[config.mk]
export PLATFORM = sky130hd
export DESIGN_NAME = led_matrix_weather_frame_composer_core_flat
export DESIGN_NICKNAME = d
export VERILOG_FILES = /design/src/design/lmwfc_pkg.sv /design/src/design/lmwfc_in_if.sv /design/src/design/lmwfc_out_if.sv /design/src/design/led_matrix_weather_frame_composer_core.sv /design/src/flat_wrapper.sv
export SDC_FILE = /design/constraint.sdc
export NUM_CORES = 1
export LEC_CHECK = 0
export BUFFER_PORTS_ARGS = -buffer_cell sky130_fd_sc_hd__buf_4
export CAP_MARGIN = 15
export CORE_ASPECT_RATIO = 0.9
export CORE_MARGIN = 2
export CORE_UTILIZATION = 58
export DETAILED_ROUTE_END_ITERATION = 10
export PLACE_DENSITY = 0.77
export SYNTH_ARGS = -nofsm -noshare
export SYNTH_HDL_FRONTEND = slang
export SYNTH_SLANG_ARGS = --single-unit
[constraint.sdc]
create_clock -name clk -period 5.3 [get_ports clk]
set_clock_uncertainty 0.15 [all_clocks]
set_input_delay 0.795 -clock clk [delete_from_list [all_inputs] [get_ports clk]]
set_output_delay 0.795 -clock clk [all_outputs]
set_load 0.03 [all_outputs]
[src/design/lmwfc_pkg.sv]
// Package: codes, font and icon tables, microcode program of the frame composer
package lmwfc_pkg;

  localparam int FRAME_ROWS = 16;
  localparam int ROW_W      = $clog2(FRAME_ROWS);
  localparam int PIX_W      = 16;
  localparam int VALUE_W    = 8;
  localparam int FUNC_W     = 2;
  localparam int STEP_W     = 5;

  localparam logic [FUNC_W-1:0] FUNC_CUR   = 2'd0;
  localparam logic [FUNC_W-1:0] FUNC_FCST  = 2'd1;
  localparam logic [FUNC_W-1:0] FUNC_FRAME = 2'd2;

  localparam logic [VALUE_W-1:0] INVALID_VALUE = 8'd200;
  localparam logic [VALUE_W-1:0] FULL_PRECIP   = 8'd100;
  localparam logic [VALUE_W-1:0] MOON_FULL     = 8'd2;
  localparam logic [VALUE_W-1:0] MOON_ALMOST   = 8'd1;

  localparam logic [1:0] MOON_SEL_NONE   = 2'd0;
  localparam logic [1:0] MOON_SEL_FULL   = 2'd1;
  localparam logic [1:0] MOON_SEL_ALMOST = 2'd2;

  localparam int PRC_COL  = 9;
  localparam int MOON_COL = 10;

  // 3x5 digit font, top line in the upper three bits
  localparam logic [14:0] FONT [10] = '{
    15'b111_101_101_101_111, 15'b001_001_001_001_001, 15'b111_001_111_100_111,
    15'b111_001_011_001_111, 15'b101_101_111_001_001, 15'b111_100_111_001_111,
    15'b111_100_111_101_111, 15'b111_001_010_100_100, 15'b111_101_111_101_111,
    15'b111_101_111_001_111
  };

  localparam logic [6:0] ICON_BAR = 7'd127;
  localparam logic [6:0] ICON_RAIN [2] = '{7'd42, 7'd85};
  localparam logic [3:0] ICON_MOON_FULL   [4] = '{4'd6, 4'd15, 4'd15, 4'd6};
  localparam logic [3:0] ICON_MOON_ALMOST [4] = '{4'd6, 4'd9, 4'd9, 4'd6};

  typedef enum logic {SEQ_NEXT, SEQ_END} seq_t;

  typedef struct packed {
    logic             decode;
    logic             emit;
    logic [ROW_W-1:0] row;
    logic             bar;
    logic             max_en;
    logic [2:0]       max_line;
    logic             cur_en;
    logic [2:0]       cur_line;
    logic             prc_en;
    logic [2:0]       prc_line;
    logic             rain_en;
    logic             full_en;
    logic             icon_line;
    logic             moon_en;
    logic [1:0]       moon_line;
    seq_t             seq;
  } ucode_t;

  typedef struct packed {
    logic [3:0] tens;
    logic [3:0] ones;
  } digits_t;

  function automatic logic [2:0] font_line(input logic [3:0] d, input logic [2:0] line);
    logic [14:0] f;
    logic [14:0] s;
    f = (d < 4'd10) ? FONT[d] : '0;
    s = f >> (3 * (4 - int'(line)));
    return (line < 3'd5) ? s[2:0] : 3'b000;
  endfunction

  // Value mod 100 split into digits: reciprocal multiply, exact for 0..99
  function automatic digits_t split_digits(input logic [VALUE_W-1:0] v);
    logic [VALUE_W-1:0] r;
    logic [6:0]         m;
    logic [13:0]        prod;
    logic [3:0]         t;
    logic [6:0]         tx10;
    logic [6:0]         o;
    digits_t            d;
    if (v >= 8'd200) r = v - 8'd200;
    else if (v >= 8'd100) r = v - 8'd100;
    else r = v;
    m    = r[6:0];
    prod = 14'(m) * 14'd103;
    t    = prod[13:10];
    tx10 = {t, 3'b000} + {2'b00, t, 1'b0};
    o    = m - tx10;
    d.tens = t;
    d.ones = o[3:0];
    return d;
  endfunction

  // Two-digit field line: diagonal when invalid, else tens and ones glyphs
  function automatic logic [6:0] number_line(input logic inv, input digits_t d,
                                             input logic [2:0] line);
    logic [6:0] bits;
    if (inv) bits = 7'd1 << (line + 3'd1);
    else bits = {font_line(d.tens, line), 1'b0, font_line(d.ones, line)};
    return bits;
  endfunction

  // Program: step 0 decodes the stored values, steps 1..16 emit rows 0..15
  function automatic ucode_t ucode(input logic [STEP_W-1:0] step);
    ucode_t     w;
    logic [STEP_W-1:0] r;
    w = '0;
    w.seq = SEQ_NEXT;
    r = step - 5'd1;
    if (step == 5'd0) begin
      w.decode = 1'b1;
    end else begin
      w.emit = 1'b1;
      w.row  = r[ROW_W-1:0];
    end
    unique case (step)
      5'd1:  w.bar = 1'b1;
      5'd2:  begin w.rain_en = 1'b1; w.icon_line = 1'b0; end
      5'd3:  begin
        w.max_en = 1'b1; w.max_line = 3'd0; w.rain_en = 1'b1; w.icon_line = 1'b1;
      end
      5'd4:  begin w.max_en = 1'b1; w.max_line = 3'd1; end
      5'd5:  begin
        w.max_en = 1'b1; w.max_line = 3'd2; w.prc_en = 1'b1; w.prc_line = 3'd0;
        w.full_en = 1'b1; w.icon_line = 1'b0;
      end
      5'd6:  begin
        w.max_en = 1'b1; w.max_line = 3'd3; w.prc_en = 1'b1; w.prc_line = 3'd1;
        w.full_en = 1'b1; w.icon_line = 1'b1;
      end
      5'd7:  begin
        w.max_en = 1'b1; w.max_line = 3'd4; w.prc_en = 1'b1; w.prc_line = 3'd2;
      end
      5'd8:  begin
        w.prc_en = 1'b1; w.prc_line = 3'd3; w.full_en = 1'b1; w.icon_line = 1'b0;
      end
      5'd9:  begin
        w.prc_en = 1'b1; w.prc_line = 3'd4; w.full_en = 1'b1; w.icon_line = 1'b1;
      end
      5'd11: begin w.cur_en = 1'b1; w.cur_line = 3'd0; end
      5'd12: begin
        w.cur_en = 1'b1; w.cur_line = 3'd1; w.moon_en = 1'b1; w.moon_line = 2'd0;
      end
      5'd13: begin
        w.cur_en = 1'b1; w.cur_line = 3'd2; w.moon_en = 1'b1; w.moon_line = 2'd1;
      end
      5'd14: begin
        w.cur_en = 1'b1; w.cur_line = 3'd3; w.moon_en = 1'b1; w.moon_line = 2'd2;
      end
      5'd15: begin
        w.cur_en = 1'b1; w.cur_line = 3'd4; w.moon_en = 1'b1; w.moon_line = 2'd3;
      end
      5'd16: w.seq = SEQ_END;
      default: ;
    endcase
    if (step > 5'd16) begin
      w.emit = 1'b0;
      w.seq  = SEQ_END;
    end
    return w;
  endfunction

endpackage

[src/design/lmwfc_in_if.sv]
// Input channel: update and frame request items
interface lmwfc_in_if;
  import lmwfc_pkg::*;
  logic               valid;
  logic               ready;
  logic [FUNC_W-1:0]  func;
  logic [VALUE_W-1:0] first_value;
  logic [VALUE_W-1:0] second_value;
  logic [VALUE_W-1:0] third_value;
  modport source (output valid, func, first_value, second_value, third_value,
                  input ready);
  modport sink (input valid, func, first_value, second_value, third_value,
                output ready);
endinterface

[src/design/lmwfc_out_if.sv]
// Output channel: frame row items
interface lmwfc_out_if;
  import lmwfc_pkg::*;
  logic             valid;
  logic             ready;
  logic [ROW_W-1:0] row_index;
  logic [PIX_W-1:0] row_pixels;
  logic             last_row;
  modport source (output valid, row_index, row_pixels, last_row, input ready);
  modport sink (input valid, row_index, row_pixels, last_row, output ready);
endinterface

[src/design/led_matrix_weather_frame_composer_core.sv]
// The input is refused while a frame is being composed. A frame request with redraw
// pending runs a 17-step microprogram: one decode step, then one row per cycle while
// the output does not stall. Output stalls hold the sequencer. Reset: all values 200,
// redraw pending, sequencer idle, output empty.
module led_matrix_weather_frame_composer_core (
  input  logic         clk,
  input  logic         rst,
  lmwfc_in_if.sink     req,
  lmwfc_out_if.source  rows
);
  import lmwfc_pkg::*;

  logic [VALUE_W-1:0] cur_temp, peak_temp, rain_pct, moon_phase;
  logic               redraw_pending;
  logic               busy;
  logic [STEP_W-1:0]  step;

  logic               ovalid;
  logic [ROW_W-1:0]   orow;
  logic [PIX_W-1:0]   opix;
  logic               olast;

  // decoded frame operands
  logic    max_inv, cur_inv, prc_mid, prc_full;
  digits_t max_d, cur_d, prc_d;
  logic [1:0] moon_sel;

  ucode_t     uw;
  logic       in_acc, advance;
  logic [PIX_W-1:0] pix;
  logic [6:0] icon;
  logic [3:0] moon_bits;

  assign uw      = ucode(step);
  assign in_acc  = req.valid && req.ready;
  assign advance = busy && (!uw.emit || !ovalid || rows.ready);

  assign req.ready       = !busy;
  assign rows.valid      = ovalid;
  assign rows.row_index  = orow;
  assign rows.row_pixels = opix;
  assign rows.last_row   = olast;

  always_comb begin
    icon = ICON_RAIN[uw.icon_line];
    unique case (moon_sel)
      MOON_SEL_FULL:   moon_bits = ICON_MOON_FULL[uw.moon_line];
      MOON_SEL_ALMOST: moon_bits = ICON_MOON_ALMOST[uw.moon_line];
      default:         moon_bits = 4'd0;
    endcase
    pix = '0;
    if (uw.bar) pix = pix | PIX_W'(ICON_BAR);
    if (uw.max_en) pix = pix | PIX_W'(number_line(max_inv, max_d, uw.max_line));
    if (uw.cur_en) pix = pix | PIX_W'(number_line(cur_inv, cur_d, uw.cur_line));
    if (uw.prc_en && prc_mid)
      pix = pix | (PIX_W'(number_line(1'b0, prc_d, uw.prc_line)) << PRC_COL);
    if ((uw.rain_en && prc_mid) || (uw.full_en && prc_full))
      pix = pix | (PIX_W'(icon) << PRC_COL);
    if (uw.moon_en) pix = pix | (PIX_W'(moon_bits) << MOON_COL);
  end

  always_ff @(posedge clk) begin
    if (rst) begin
      cur_temp       <= INVALID_VALUE;
      peak_temp      <= INVALID_VALUE;
      rain_pct       <= INVALID_VALUE;
      moon_phase     <= INVALID_VALUE;
      redraw_pending <= 1'b1;
      busy           <= 1'b0;
      step           <= '0;
      ovalid         <= 1'b0;
    end else begin
      if (ovalid && rows.ready && !(advance && uw.emit)) ovalid <= 1'b0;

      if (in_acc) begin
        unique case (req.func)
          FUNC_CUR: begin
            cur_temp <= req.first_value;
            if (req.first_value > peak_temp) peak_temp <= req.first_value;
            if (req.first_value != cur_temp) redraw_pending <= 1'b1;
          end
          FUNC_FCST: begin
            peak_temp  <= req.first_value;
            rain_pct   <= req.second_value;
            moon_phase <= req.third_value;
            if (req.first_value != peak_temp || req.second_value != rain_pct ||
                req.third_value != moon_phase)
              redraw_pending <= 1'b1;
          end
          FUNC_FRAME: begin
            if (redraw_pending) begin
              redraw_pending <= 1'b0;
              busy           <= 1'b1;
              step           <= '0;
            end
          end
          default: ;
        endcase
      end

      if (advance) begin
        if (uw.decode) begin
          max_inv  <= (peak_temp == INVALID_VALUE);
          cur_inv  <= (cur_temp == INVALID_VALUE);
          max_d    <= split_digits(peak_temp);
          cur_d    <= split_digits(cur_temp);
          prc_d    <= split_digits(rain_pct);
          prc_mid  <= (rain_pct != '0) && (rain_pct < FULL_PRECIP);
          prc_full <= (rain_pct == FULL_PRECIP);
          if (moon_phase == MOON_FULL) moon_sel <= MOON_SEL_FULL;
          else if (moon_phase == MOON_ALMOST) moon_sel <= MOON_SEL_ALMOST;
          else moon_sel <= MOON_SEL_NONE;
        end
        if (uw.emit) begin
          ovalid <= 1'b1;
          orow   <= uw.row;
          opix   <= pix;
          olast  <= (uw.seq == SEQ_END);
        end
        unique case (uw.seq)
          SEQ_END:  busy <= 1'b0;
          SEQ_NEXT: step <= step + 5'd1;
          default:  busy <= 1'b0;
        endcase
      end
    end
  end

endmodule

[src/flat_wrapper.sv]
// flat-port wrapper written by rule: the top's interface ports become plain ports
module led_matrix_weather_frame_composer_core_flat import lmwfc_pkg::*;
  (clk, rst, req_valid, req_func, req_first_value, req_second_value, req_third_value, req_ready, rows_valid, rows_row_index, rows_row_pixels, rows_last_row, rows_ready);
  lmwfc_in_if req_i ();
  lmwfc_out_if rows_i ();
  input  logic clk;
  input  logic rst;
  input wire logic [$bits(req_i.valid)-1:0] req_valid;
  input wire logic [$bits(req_i.func)-1:0] req_func;
  input wire logic [$bits(req_i.first_value)-1:0] req_first_value;
  input wire logic [$bits(req_i.second_value)-1:0] req_second_value;
  input wire logic [$bits(req_i.third_value)-1:0] req_third_value;
  output wire logic [$bits(req_i.ready)-1:0] req_ready;
  output wire logic [$bits(rows_i.valid)-1:0] rows_valid;
  output wire logic [$bits(rows_i.row_index)-1:0] rows_row_index;
  output wire logic [$bits(rows_i.row_pixels)-1:0] rows_row_pixels;
  output wire logic [$bits(rows_i.last_row)-1:0] rows_last_row;
  input wire logic [$bits(rows_i.ready)-1:0] rows_ready;
  assign req_i.valid = req_valid;
  assign req_i.func = req_func;
  assign req_i.first_value = req_first_value;
  assign req_i.second_value = req_second_value;
  assign req_i.third_value = req_third_value;
  assign req_ready = req_i.ready;
  assign rows_valid = rows_i.valid;
  assign rows_row_index = rows_i.row_index;
  assign rows_row_pixels = rows_i.row_pixels;
  assign rows_last_row = rows_i.last_row;
  assign rows_i.ready = rows_ready;
  led_matrix_weather_frame_composer_core u_core (.clk(clk), .rst(rst), .req(req_i), .rows(rows_i));
endmodule
==> results.ini, run 1 <==
[cells_and_area]
stdcell_area_um2=14100
layout-drive-gt1-share_pct=23.2
final_nets=1772
diodes=0
area_growth_pct=20.5

[grt]
grt-ovfl-total=0
antenna_found_initial=0
grt_usage_pct=27.6
grt_start_max_net_pins=32
grt_pass1_vias=10100
grt_first_pass_wirelength_um=49300

[place]
dp.final_hpwl_um=22900
gp_congestion=0.926
io_buffer_count=50
place_area_um2=13000
dp_slack_ns=-0.292

[critical_path]
r2r-start=u_core.rain_pct[2]$_SDFFE_PP0P_
path_buf_inv=4
cp.arrival_ns=5.52
crit_start=u_core.rain_pct[2]$_SDFFE_PP0P_
critical_path_required_ns=5.26
setup.worst_path.class=reg -> reg
path_max_fanout=4
crit_chain=inv_2 -> ha_4 -> a2111oi_4 -> nor2_4 -> a21oi_4 -> a22oi_2 -> xnor2_2 -> ha_1 -> inv_2 -> fa_1 -> inv_1 -> fa_1 -> ha_4 -> ha_4 -> a2111oi_4 -> nand2_1 -> o22ai_2 -> inv_1 -> a21oi_2 -> xnor2_2 -> ha_1 -> xnor2_1 -> xnor2_2 -> xnor2_1
crit_family=adder cells
slowest_delay_ns=0.48
crit_path_end_kind=flop
slowest_stage=fa_1
cp-start-kind=flop

[power]
intPower_mw=1.82
ir_worst_vdd_mv=0.188
net-switching-power_mw=1.02
clockPowerShare_pct=22.9
p_seq_share_pct=28.6
p_per_area_nw_per_um2=202
pwr-share-comb_pct=48.5
p_leak_nw=6.38
switching_share_pct=36.0

[yosys]
synth_seq_cells=89
syn_area_um2=11700
ys_seq_area_share_pct=19.5
synth_edf_count=49
synthFlopType=edfxtp_1
syn_inst=1388
yosysWarnings=0
synth-async-reset-ratio_pct=0
ys_types=94
syn_avg_cell_area_um2=8.42

[clock_tree]
clock-root-buffer=clkbuf_16
path_clk_slew_ns=0.07
hold_buffers=0
clock_path_buffers=2
cts_buffers=9
htreeDepth=3
clkSinkCount=89
cts_tree=yes
clkLatencyLatePin_ns=0.36

[floorplan]
std_cell_rows=49
ios=53
core-area_um2=19900
die_h_um=139
fp.dieW_um=154
start_util_pct=58.8
die-area_um2=21300

[worst_hold_path]
worstHoldStart=u_core.busy$_SDFF_PP0_
worstHoldPathType=reg -> reg

[flow_run]
maxCapViolCount=0

[drt]
drc=0
ant_nets=0
drtIter0Drc=1054
drtPass1Iterations=6
vias=10700
vias_per_cell=6.07
wirelength_um=30800
wl_per_cell_um=17.4

[sta]
final.setup.tns_ns=-0.494
worstMarginPinSlew_ns=0.959
rsz0062_at_grt=yes
hold_violations=0
slew_headroom_pct=35.9
setup_slack_ns=-0.264
final.min_clock_period_ns=5.56
fin_crit_sh_pct=105
fmax_mhz=180
setup_violations=5
slew_violations=0

[outcome]
violations=setup timing
status=complete, but fails checks

cell families (layout without fill, tap and decap cells):
logic type                 Yosys count  in the layout  share of synthesized area (%)
buffers and inverters              199            321                           6.88
AOI/OAI and AO/OA                  325            325                           18.7
adders and majority gates          236            236                           26.8
muxes                               35             35                           3.28
DFF                                 89             89                           19.5
other                                1              2                         0.0321
and+or+nand+nor                    420            420                           18.4
xor gates and xnor gates            83             83                           6.46
worst reg2reg max path: cells and delay by family (launching register included):
| kind | cells | cell delay (ns) |
|---|---|---|
| flip-flops | 1 | 0.34 |
| AO/OA/AOI/OAI | 6 | 1.36 |
| adder cells (fa/ha/maj) | 7 | 2.18 |
| XOR/XNOR | 5 | 0.83 |
| AND/OR/NAND/NOR | 2 | 0.23 |
| buffers and inverters | 4 | 0.22 |
state kept, by name (all words and copies together) (netlist names), 4 cells and up:
register,flops
u_core.cur_d,8
u_core.rain_pct,8
u_core.peak_temp,8
u_core.rows.row_pixels,14
u_core.moon_phase,8
u_core.rows.row_index,4
u_core.step,5
u_core.max_d,8
u_core.cur_temp,8
u_core.prc_d,8
per-stage QoR:
stage | hold slack, ns | instances | total power, mW | utilization, %
3_3_place_gp | 0.315 | 1716 | 1.92 | 65.7
5_1_grt | 0.343 | 1766 | 3.02 | 70.9
2_1_floorplan | 0.298 | 1389 | 1.64 | -
4_1_cts | 0.322 | 1762 | 2.74 | 69.3
3_5_place_dp | 0.315 | 1716 | 1.98 | 65.7
6_report | 0.328 | 1766 | 2.85 | 70.9
cell usage in the layout (no fill, tap or decap), types with 29 or more instances in the layout:
| master | Yosys | routed |
|---|---|---|
| a21oi_1 | 94 | 84 |
| buf_4 | 4 | 169 |
| dfxtp_1 | 40 | 31 |
| edfxtp_1 | 49 | 49 |
| ha_1 | 212 | 188 |
| inv_1 | 126 | 107 |
| mux2i_1 | 30 | 29 |
| nand2_1 | 136 | 130 |
| nand3_1 | 30 | 29 |
| nor2_1 | 76 | 75 |
| nor3_1 | 37 | 34 |
| o21ai_0 | 51 | 46 |
| xnor2_1 | 46 | 34 |
| xor2_1 | 35 | 32 |
routing by layer:
layer	global-route usage (%)	up-vias	wire, um
met4	6.81	0	513
met5	0	-	0
met2	44.6	365	14500
li1	-	5207	-
met1	38.6	5103	13900
met3	4.53	47	1900
power groups by stage:
| stage | Sequential (mW) | Clock, mW | Combinational (mW) |
|---|---|---|---|
| after floorplan | 0.814 | 0 | 0.828 |
| after global placement | 0.824 | 0 | 1.10 |
| after detailed placement | 0.826 | 0 | 1.16 |
| after CTS | 0.811 | 0.659 | 1.26 |
| after global routing | 0.818 | 0.688 | 1.51 |
| final | 0.813 | 0.652 | 1.38 |
synth_stat cells (11+ instances only):
cell type / n / area, um^2
edfxtp_1: 49 / 1470
nand4_1: 20 / 125
clkbuf_1: 43 / 161
nand2_1: 136 / 510
buf_2: 15 / 75.1
and2_1: 11 / 68.8
o211ai_1: 12 / 90.1
dfxtp_1: 40 / 801
inv_1: 126 / 473
xnor2_1: 46 / 403
nor2_1: 76 / 285
ha_1: 212 / 2650
o21ai_0: 51 / 255
o21a_1: 17 / 128
fa_1: 24 / 480
o22ai_1: 12 / 75.1
a21oi_1: 94 / 470
a211oi_1: 20 / 150
a31oi_1: 13 / 81.3
nand3_1: 30 / 150
mux2i_1: 30 / 300
nand2b_1: 19 / 119
nor4_1: 14 / 87.6
nor3_1: 37 / 185
xor2_1: 35 / 307
final timing paths:
check / to / slack (ns) / cells after the start
min reg2reg: u_core.rows.valid$_SDFF_PP0_ / 0.33 / 2
min: u_core.rows.valid$_SDFF_PP0_ / 0.33 / 2
max: u_core.prc_d[3]$_DFFE_PP_ / -0.26 / 24
max reg2reg: u_core.prc_d[3]$_DFFE_PP_ / -0.26 / 24
repair_timing:
item | in CTS | in global routing
setup endpoints to repair | 4 | 8
gates resized for setup | 43 | 51
pin swaps | 52 | 40
buffers inserted | 30 | 5
cell type report:
| type | count | area, um^2 |
|---|---|---|
| clock buffers | 10 | 250 |
| clock inverters | 6 | 47.5 |
| fillers | 1470 | 5790 |
| inverters | 133 | 507 |
| multi-input cells | 1101 | 9360 |
| flip-flops and latches | 89 | 2290 |
| well taps | 255 | 319 |
| repair buffers | 172 | 1300 |
Power figures use the tool's default switching activity.
==> run 2, diff against run 1 <==
- CORE_UTILIZATION: 58 -> 64
- PLACE_DENSITY: 0.77 -> 0.8
- clock period: 5.3 -> 5.2 ns (I/O delays scaled with it)
==> results.ini, run 2 (synthesis results as in run 1) <==
[cells_and_area]
area_growth_pct=19.2
final_nets=1765  ; -0.40%
diodes=0  ; unchanged
stdcell_area_um2=13900  ; -1.1%
layout-drive-gt1-share_pct=22.3  ; -0.82 points
final_common_cell=ha_1
largest_reg_flops=14  ; unchanged
layout_common_cells=ha_1 (190), buf_4 (162), nand2_1 (129)
nFillCells=1199  ; -18%
final_util_pct=78.5  ; +7.7 points

[drt]
drtPass1Iterations=8  ; +2
wirelength_um=32200  ; +4.7%
vias_per_cell=6.33  ; +4.2%
wl_per_cell_um=18.5  ; +6.0%
ant_nets=0  ; unchanged
vias=11000  ; +2.9%
drc=0  ; unchanged
drtIter0Drc=1019  ; -3.3%

[grt]
grt-ovfl-total=0  ; unchanged
antenna_found_initial=0  ; unchanged
grt_first_pass_wirelength_um=49000  ; -0.73%
grt_usage_pct=30.4  ; +2.9 points
grt_start_max_net_pins=32  ; unchanged
grt_pass1_vias=10200  ; +0.17%

[worst_hold_path]
worstHoldPathType=reg -> reg

[floorplan]
die_h_um=132  ; -4.7%
core-area_um2=17700  ; -11%
die-area_um2=19300  ; -9.1%
start_util_pct=65.9  ; +7.1 points
ios=53  ; unchanged
std_cell_rows=46  ; -6.1%
fp.dieW_um=146  ; -4.7%

[sta]
worstMarginPinSlew_ns=0.975  ; +0.0160 ns
final.min_clock_period_ns=5.55  ; -0.0130 ns
rsz0062_at_grt=yes
setup_violations=4  ; -1
slew_headroom_pct=34.8  ; -1.1 points
hold_violations=0  ; unchanged
fmax_mhz=180  ; +0.23%
slew_violations=0  ; unchanged
setup_slack_ns=-0.351  ; -0.0870 ns
fin_crit_sh_pct=107  ; +1.8 points

[power]
p_leak_nw=6.34  ; -0.55%
power_mw=2.99  ; +5.1%
ir_worst_vdd_mv=0.168  ; -11%
p_per_area_nw_per_um2=215  ; +6.3%

[outcome]
violations=setup timing
status=complete, but fails checks

[flow_run]
maxCapViolCount=0  ; unchanged

[critical_path]
worst-r2r-setup-slack_ns=-0.35  ; -0.09 ns
setup.worst_path.class=reg -> reg
r2r_cells=25  ; +4.2%
crit_path_end_kind=flop
crit_start=u_core.rain_pct[2]$_SDFFE_PP0P_
cp-start-kind=flop
path_max_fanout=4  ; unchanged
cp.arrival_ns=5.51  ; about the same
r2r-start=u_core.rain_pct[2]$_SDFFE_PP0P_
critical_path_required_ns=5.16  ; -0.10 ns
critPathCapture=u_core.prc_d[3]$_DFFE_PP_
timing.rr.end=u_core.prc_d[3]$_DFFE_PP_

[place]
gp_congestion=0.944  ; +1.9%
dp.final_hpwl_um=23100  ; +0.81%
dp_slack_ns=-0.253  ; +0.0388 ns
place_area_um2=13100  ; +0.30%
io_buffer_count=50  ; unchanged

[clock_tree]
clock_path_buffers=2  ; unchanged
clock-root-buffer=clkbuf_16
hold_buffers=0  ; unchanged
path_clk_slew_ns=0.08  ; about the same
cts_tree=yes
clkLatencyLatePin_ns=0.36  ; about the same
cts_buffers=9  ; unchanged
htreeDepth=3  ; unchanged
clkSinkCount=89  ; unchanged

run 2: cell count changes in the layout (fill, tap and decap cells not counted), moves of 2 or more:
cell      previous run  this run
nand2b_1            16        18
a21oi_2              9        11
ha_4                18        14
nand2b_4             3         1
ha_1               188       190
clkinv_4             2         0
ha_2                 6         8
o21ai_2              4         1
a21oi_4              4         2
buf_4              169       162
o21ai_0             46        48
run 2: layer usage:
metal | part of all wire (%) | global-route usage [%] | vias to the layer above
met3 | 7.4 | 3.88 | 91
met4 | 2.7 | 8.25 | 0
met5 | 0 | 0 | -
met2 | 47 | 50.3 | 522
met1 | 43 | 42.1 | 5220
li1 | - | - | 5203
run 2: per-stage QoR:
step,hold WS (ns),setup TNS [ns],instances
final,0.333,-1.17,1744
after detailed placement,0.319,-0.643,1703
after floorplan,0.298,-0.0634,1389
after global routing,0.366,-2.42,1744
after CTS,0.328,-0.592,1725
after global placement,0.316,-0.123,1703
run 2: final cells by class:
class	count	area [um^2]	share of cell area, %
Multi-Input combinational cell	1101	9260	66.5
Timing Repair Buffer	165	1260	9.04
Tap cell	240	300	2.16
Clock buffer	9	225	1.62
Sequential cell	89	2290	16.5
Inverter	133	504	3.62
Clock inverter	7	82.6	0.593
run 2: critical path, stage by stage (launching register included):
cell	delay, ns
dfxtp_2	0.34
inv_2	0.05
ha_4	0.16
a2111oi_4	0.44
nor2_4	0.11
a21oi_4	0.15
buf_4	0.13
xnor2_1	0.10
ha_1	0.35
inv_1	0.07
fa_1	0.51
inv_1	0.05
fa_1	0.48
ha_4	0.30
ha_4	0.20
a2111oi_4	0.30
nand2_1	0.13
o22ai_2	0.20
inv_1	0.07
a21oi_2	0.18
xnor2_2	0.10
ha_1	0.32
nand2_1	0.08
nand2_2	0.07
xnor2_2	0.16
xnor2_1	0.13
run 2: what timing repair did:
item | 4_1_cts | 5_1_grt
pin swaps | 23 | 50
setup endpoints to repair | 4 | 10
buffers inserted | 7 | 19
gates resized for setup | 14 | 52
run 2: power by group:
group	switching [mW]	total [mW]	leakage (nW)	internal, mW
logic	0.741	1.47	5.42	0.724
clock network	0.315	0.697	0.150	0.382
registers	0.0336	0.828	0.770	0.795
run 2: worst min path at each step:
stage | from | end | cells past startpoint | slack [ns]
3_3_place_gp | u_core.busy$_SDFF_PP0_ | u_core.rows.valid$_SDFF_PP0_ | 2 | 0.32
4_1_cts | u_core.busy$_SDFF_PP0_ | u_core.rows.valid$_SDFF_PP0_ | 2 | 0.33
5_1_grt | u_core.moon_phase[5]$_SDFFE_PP0P_ | u_core.moon_phase[5]$_SDFFE_PP0P_ | 2 | 0.37
2_1_floorplan | u_core.peak_temp[5]$_SDFFE_PP0P_ | u_core.peak_temp[5]$_SDFFE_PP0P_ | 2 | 0.30
6_report | u_core.moon_phase[4]$_SDFFE_PP0P_ | u_core.moon_phase[4]$_SDFFE_PP0P_ | 2 | 0.33
3_5_place_dp | u_core.busy$_SDFF_PP0_ | u_core.rows.valid$_SDFF_PP0_ | 2 | 0.32
==> run 3, diff against run 2 <==
- RECOVER_POWER: unset -> 25
- SETUP_SLACK_MARGIN: unset -> 0.15
==> results.ini, run 3 (synthesis results as in run 1) <==
[outcome]
status=complete, but fails checks
violations=setup timing

[critical_path]
r2r-start=u_core.cur_temp[1]$_SDFFE_PP0P_
crit_start=u_core.cur_temp[1]$_SDFFE_PP0P_
crit_path_end_kind=flop
critical_path_required_ns=5.15  ; about the same
timing.rr.end=u_core.cur_d[3]$_DFFE_PP_
worst-r2r-setup-slack_ns=-0.28  ; +0.08 ns
cp-start-kind=flop
cp.arrival_ns=5.43  ; -0.08 ns
path_max_fanout=5  ; +1
setup.worst_path.class=reg -> reg
r2r_cells=23  ; -8.0%
critPathCapture=u_core.cur_d[3]$_DFFE_PP_

[sta]
slew_headroom_pct=33.9  ; -0.92 points
worstMarginPinSlew_ns=0.989  ; +0.0137 ns
hold_ws_ns=0.347  ; +0.0140 ns
setup_violations=5  ; +1
final.min_clock_period_ns=5.48  ; -0.0756 ns
fmax_mhz=183  ; +1.4%
rsz0062_at_grt=yes
setup_slack_ns=-0.276  ; +0.0756 ns
slew_violations=0  ; unchanged
fin_crit_sh_pct=105  ; -1.5 points
hold_violations=0  ; unchanged

[place]
dp.final_hpwl_um=22800  ; -1.3%
io_buffer_count=50  ; unchanged
gp_congestion=0.939  ; -0.52%
place_area_um2=13100  ; +0.32%

[floorplan]
die_h_um=132  ; unchanged
ios=53  ; unchanged
fp.dieW_um=146  ; unchanged
core-area_um2=17700  ; unchanged
start_util_pct=65.9  ; unchanged
die-area_um2=19300  ; unchanged
std_cell_rows=46  ; unchanged

[power]
ir_worst_vdd_mv=0.188  ; +12%
power_mw=2.96  ; -1.1%
p_per_area_nw_per_um2=212  ; -1.4%
p_leak_nw=6.32  ; -0.42%

[cells_and_area]
area_growth_pct=19.6
largest_reg_flops=14  ; unchanged
stdcell_area_um2=14000  ; +0.32%
nFillCells=1197  ; -0.17%
layout-drive-gt1-share_pct=22.7  ; +0.37 points
layout_common_cells=ha_1 (185), buf_4 (148), nand2_1 (132)
diodes=0  ; unchanged
final_nets=1754  ; -0.62%
final_common_cell=ha_1

[grt]
grt-ovfl-total=0  ; unchanged
grt_start_max_net_pins=32  ; unchanged
grt_pass1_vias=10400  ; +2.5%
antenna_found_initial=0  ; unchanged
grt_first_pass_wirelength_um=50100  ; +2.2%
grt_usage_pct=31.2  ; +0.82 points

[clock_tree]
clock_path_buffers=2  ; unchanged
htreeDepth=3  ; unchanged
clkSinkCount=89  ; unchanged
clkLatencyLatePin_ns=0.36  ; about the same
hold_buffers=0  ; unchanged
cts_tree=yes
clock-root-buffer=clkbuf_16
path_clk_slew_ns=0.07  ; about the same
cts_buffers=9  ; unchanged

[drt]
wirelength_um=32700  ; +1.5%
drtPass1Iterations=5  ; -3
drtIter0Drc=1128  ; +11%
vias_per_cell=6.32  ; about the same
wl_per_cell_um=18.9  ; +2.1%
drc=0  ; unchanged
ant_nets=0  ; unchanged
vias=11000  ; -0.71%

[flow_run]
maxCapViolCount=0  ; unchanged

[worst_hold_path]
worstHoldPathType=reg -> reg

[run 3: layout make-up]
| cell class | count | area, um^2 | area share (%) |
|---|---|---|---|
| inverters | 133 | 514 | 3.68 |
| flip-flops and latches | 89 | 2300 | 16.4 |
| repair buffers | 154 | 1180 | 8.45 |
| clock buffers | 9 | 225 | 1.61 |
| multi-input cells | 1101 | 9370 | 67.1 |
| clock inverters | 7 | 76.3 | 0.546 |
| well taps | 240 | 300 | 2.15 |
[run 3: per-stage QoR]
step / setup TNS, ns / cells / utilization [%] / worst slack (ns)
after global routing: -1.91 / 1733 / 78.8 / -0.500
after global placement: -0.147 / 1697 / 74.0 / -0.111
after floorplan: -0.0634 / 1389 / - / -0.0634
after CTS: -0.553 / 1722 / 76.9 / -0.195
after detailed placement: -0.641 / 1697 / 74.0 / -0.236
final: -0.839 / 1733 / 78.8 / -0.276
[run 3: per-layer routing]
metal	global-route usage, %	wire length [um]	vias up
li1	-	-	5158
met1	41.9	13900	5128
met2	52.3	15300	565
met3	4.95	2430	107
met4	9.17	1090	0
met5	0	0	-
[run 3: repair_timing]
action / CTS / global route
pin swaps: 20 / 43
endpoints found under the setup margin: 6 / 15
endpoints found under the hold margin: 0 / 0
cloned: 0 / 0
gates resized for setup: 26 / 51
setup buffers: 9 / 11
[run 3: where the power goes]
part,switching (mW),leakage (nW),internal (mW)
Sequential,0.0350,0.772,0.794
Clock,0.311,0.150,0.378
Combinational,0.731,5.39,0.709
[run 3: worst min-delay path by stage]
stage,start,end,slack [ns],depth (start not counted)
4_1_cts,u_core.busy$_SDFF_PP0_,u_core.rows.valid$_SDFF_PP0_,0.33,2
5_1_grt,u_core.moon_phase[5]$_SDFFE_PP0P_,u_core.moon_phase[5]$_SDFFE_PP0P_,0.36,2
3_3_place_gp,u_core.peak_temp[5]$_SDFFE_PP0P_,u_core.peak_temp[5]$_SDFFE_PP0P_,0.32,2
2_1_floorplan,u_core.peak_temp[5]$_SDFFE_PP0P_,u_core.peak_temp[5]$_SDFFE_PP0P_,0.30,2
3_5_place_dp,u_core.busy$_SDFF_PP0_,u_core.rows.valid$_SDFF_PP0_,0.32,2
6_report,u_core.moon_phase[5]$_SDFFE_PP0P_,u_core.moon_phase[5]$_SDFFE_PP0P_,0.35,2
[run 3: critical path: stages, from the launching register on]
cell and delay [ns]:
dfxtp_1 0.34, inv_1 0.11, ha_4 0.19, a21oi_4 0.07
o21bai_4 0.23, nand2b_4 0.11, o21ai_4 0.18, xor2_2 0.29
ha_1 0.31, inv_1 0.08, fa_1 0.45, inv_1 0.09
fa_1 0.48, ha_4 0.32, ha_4 0.21, a2111oi_4 0.33
o2bb2ai_2 0.16, inv_1 0.07, a21oi_2 0.16, xnor2_2 0.16
ha_4 0.23, nand2_1 0.06, nand2_1 0.07, xnor3_1 0.35
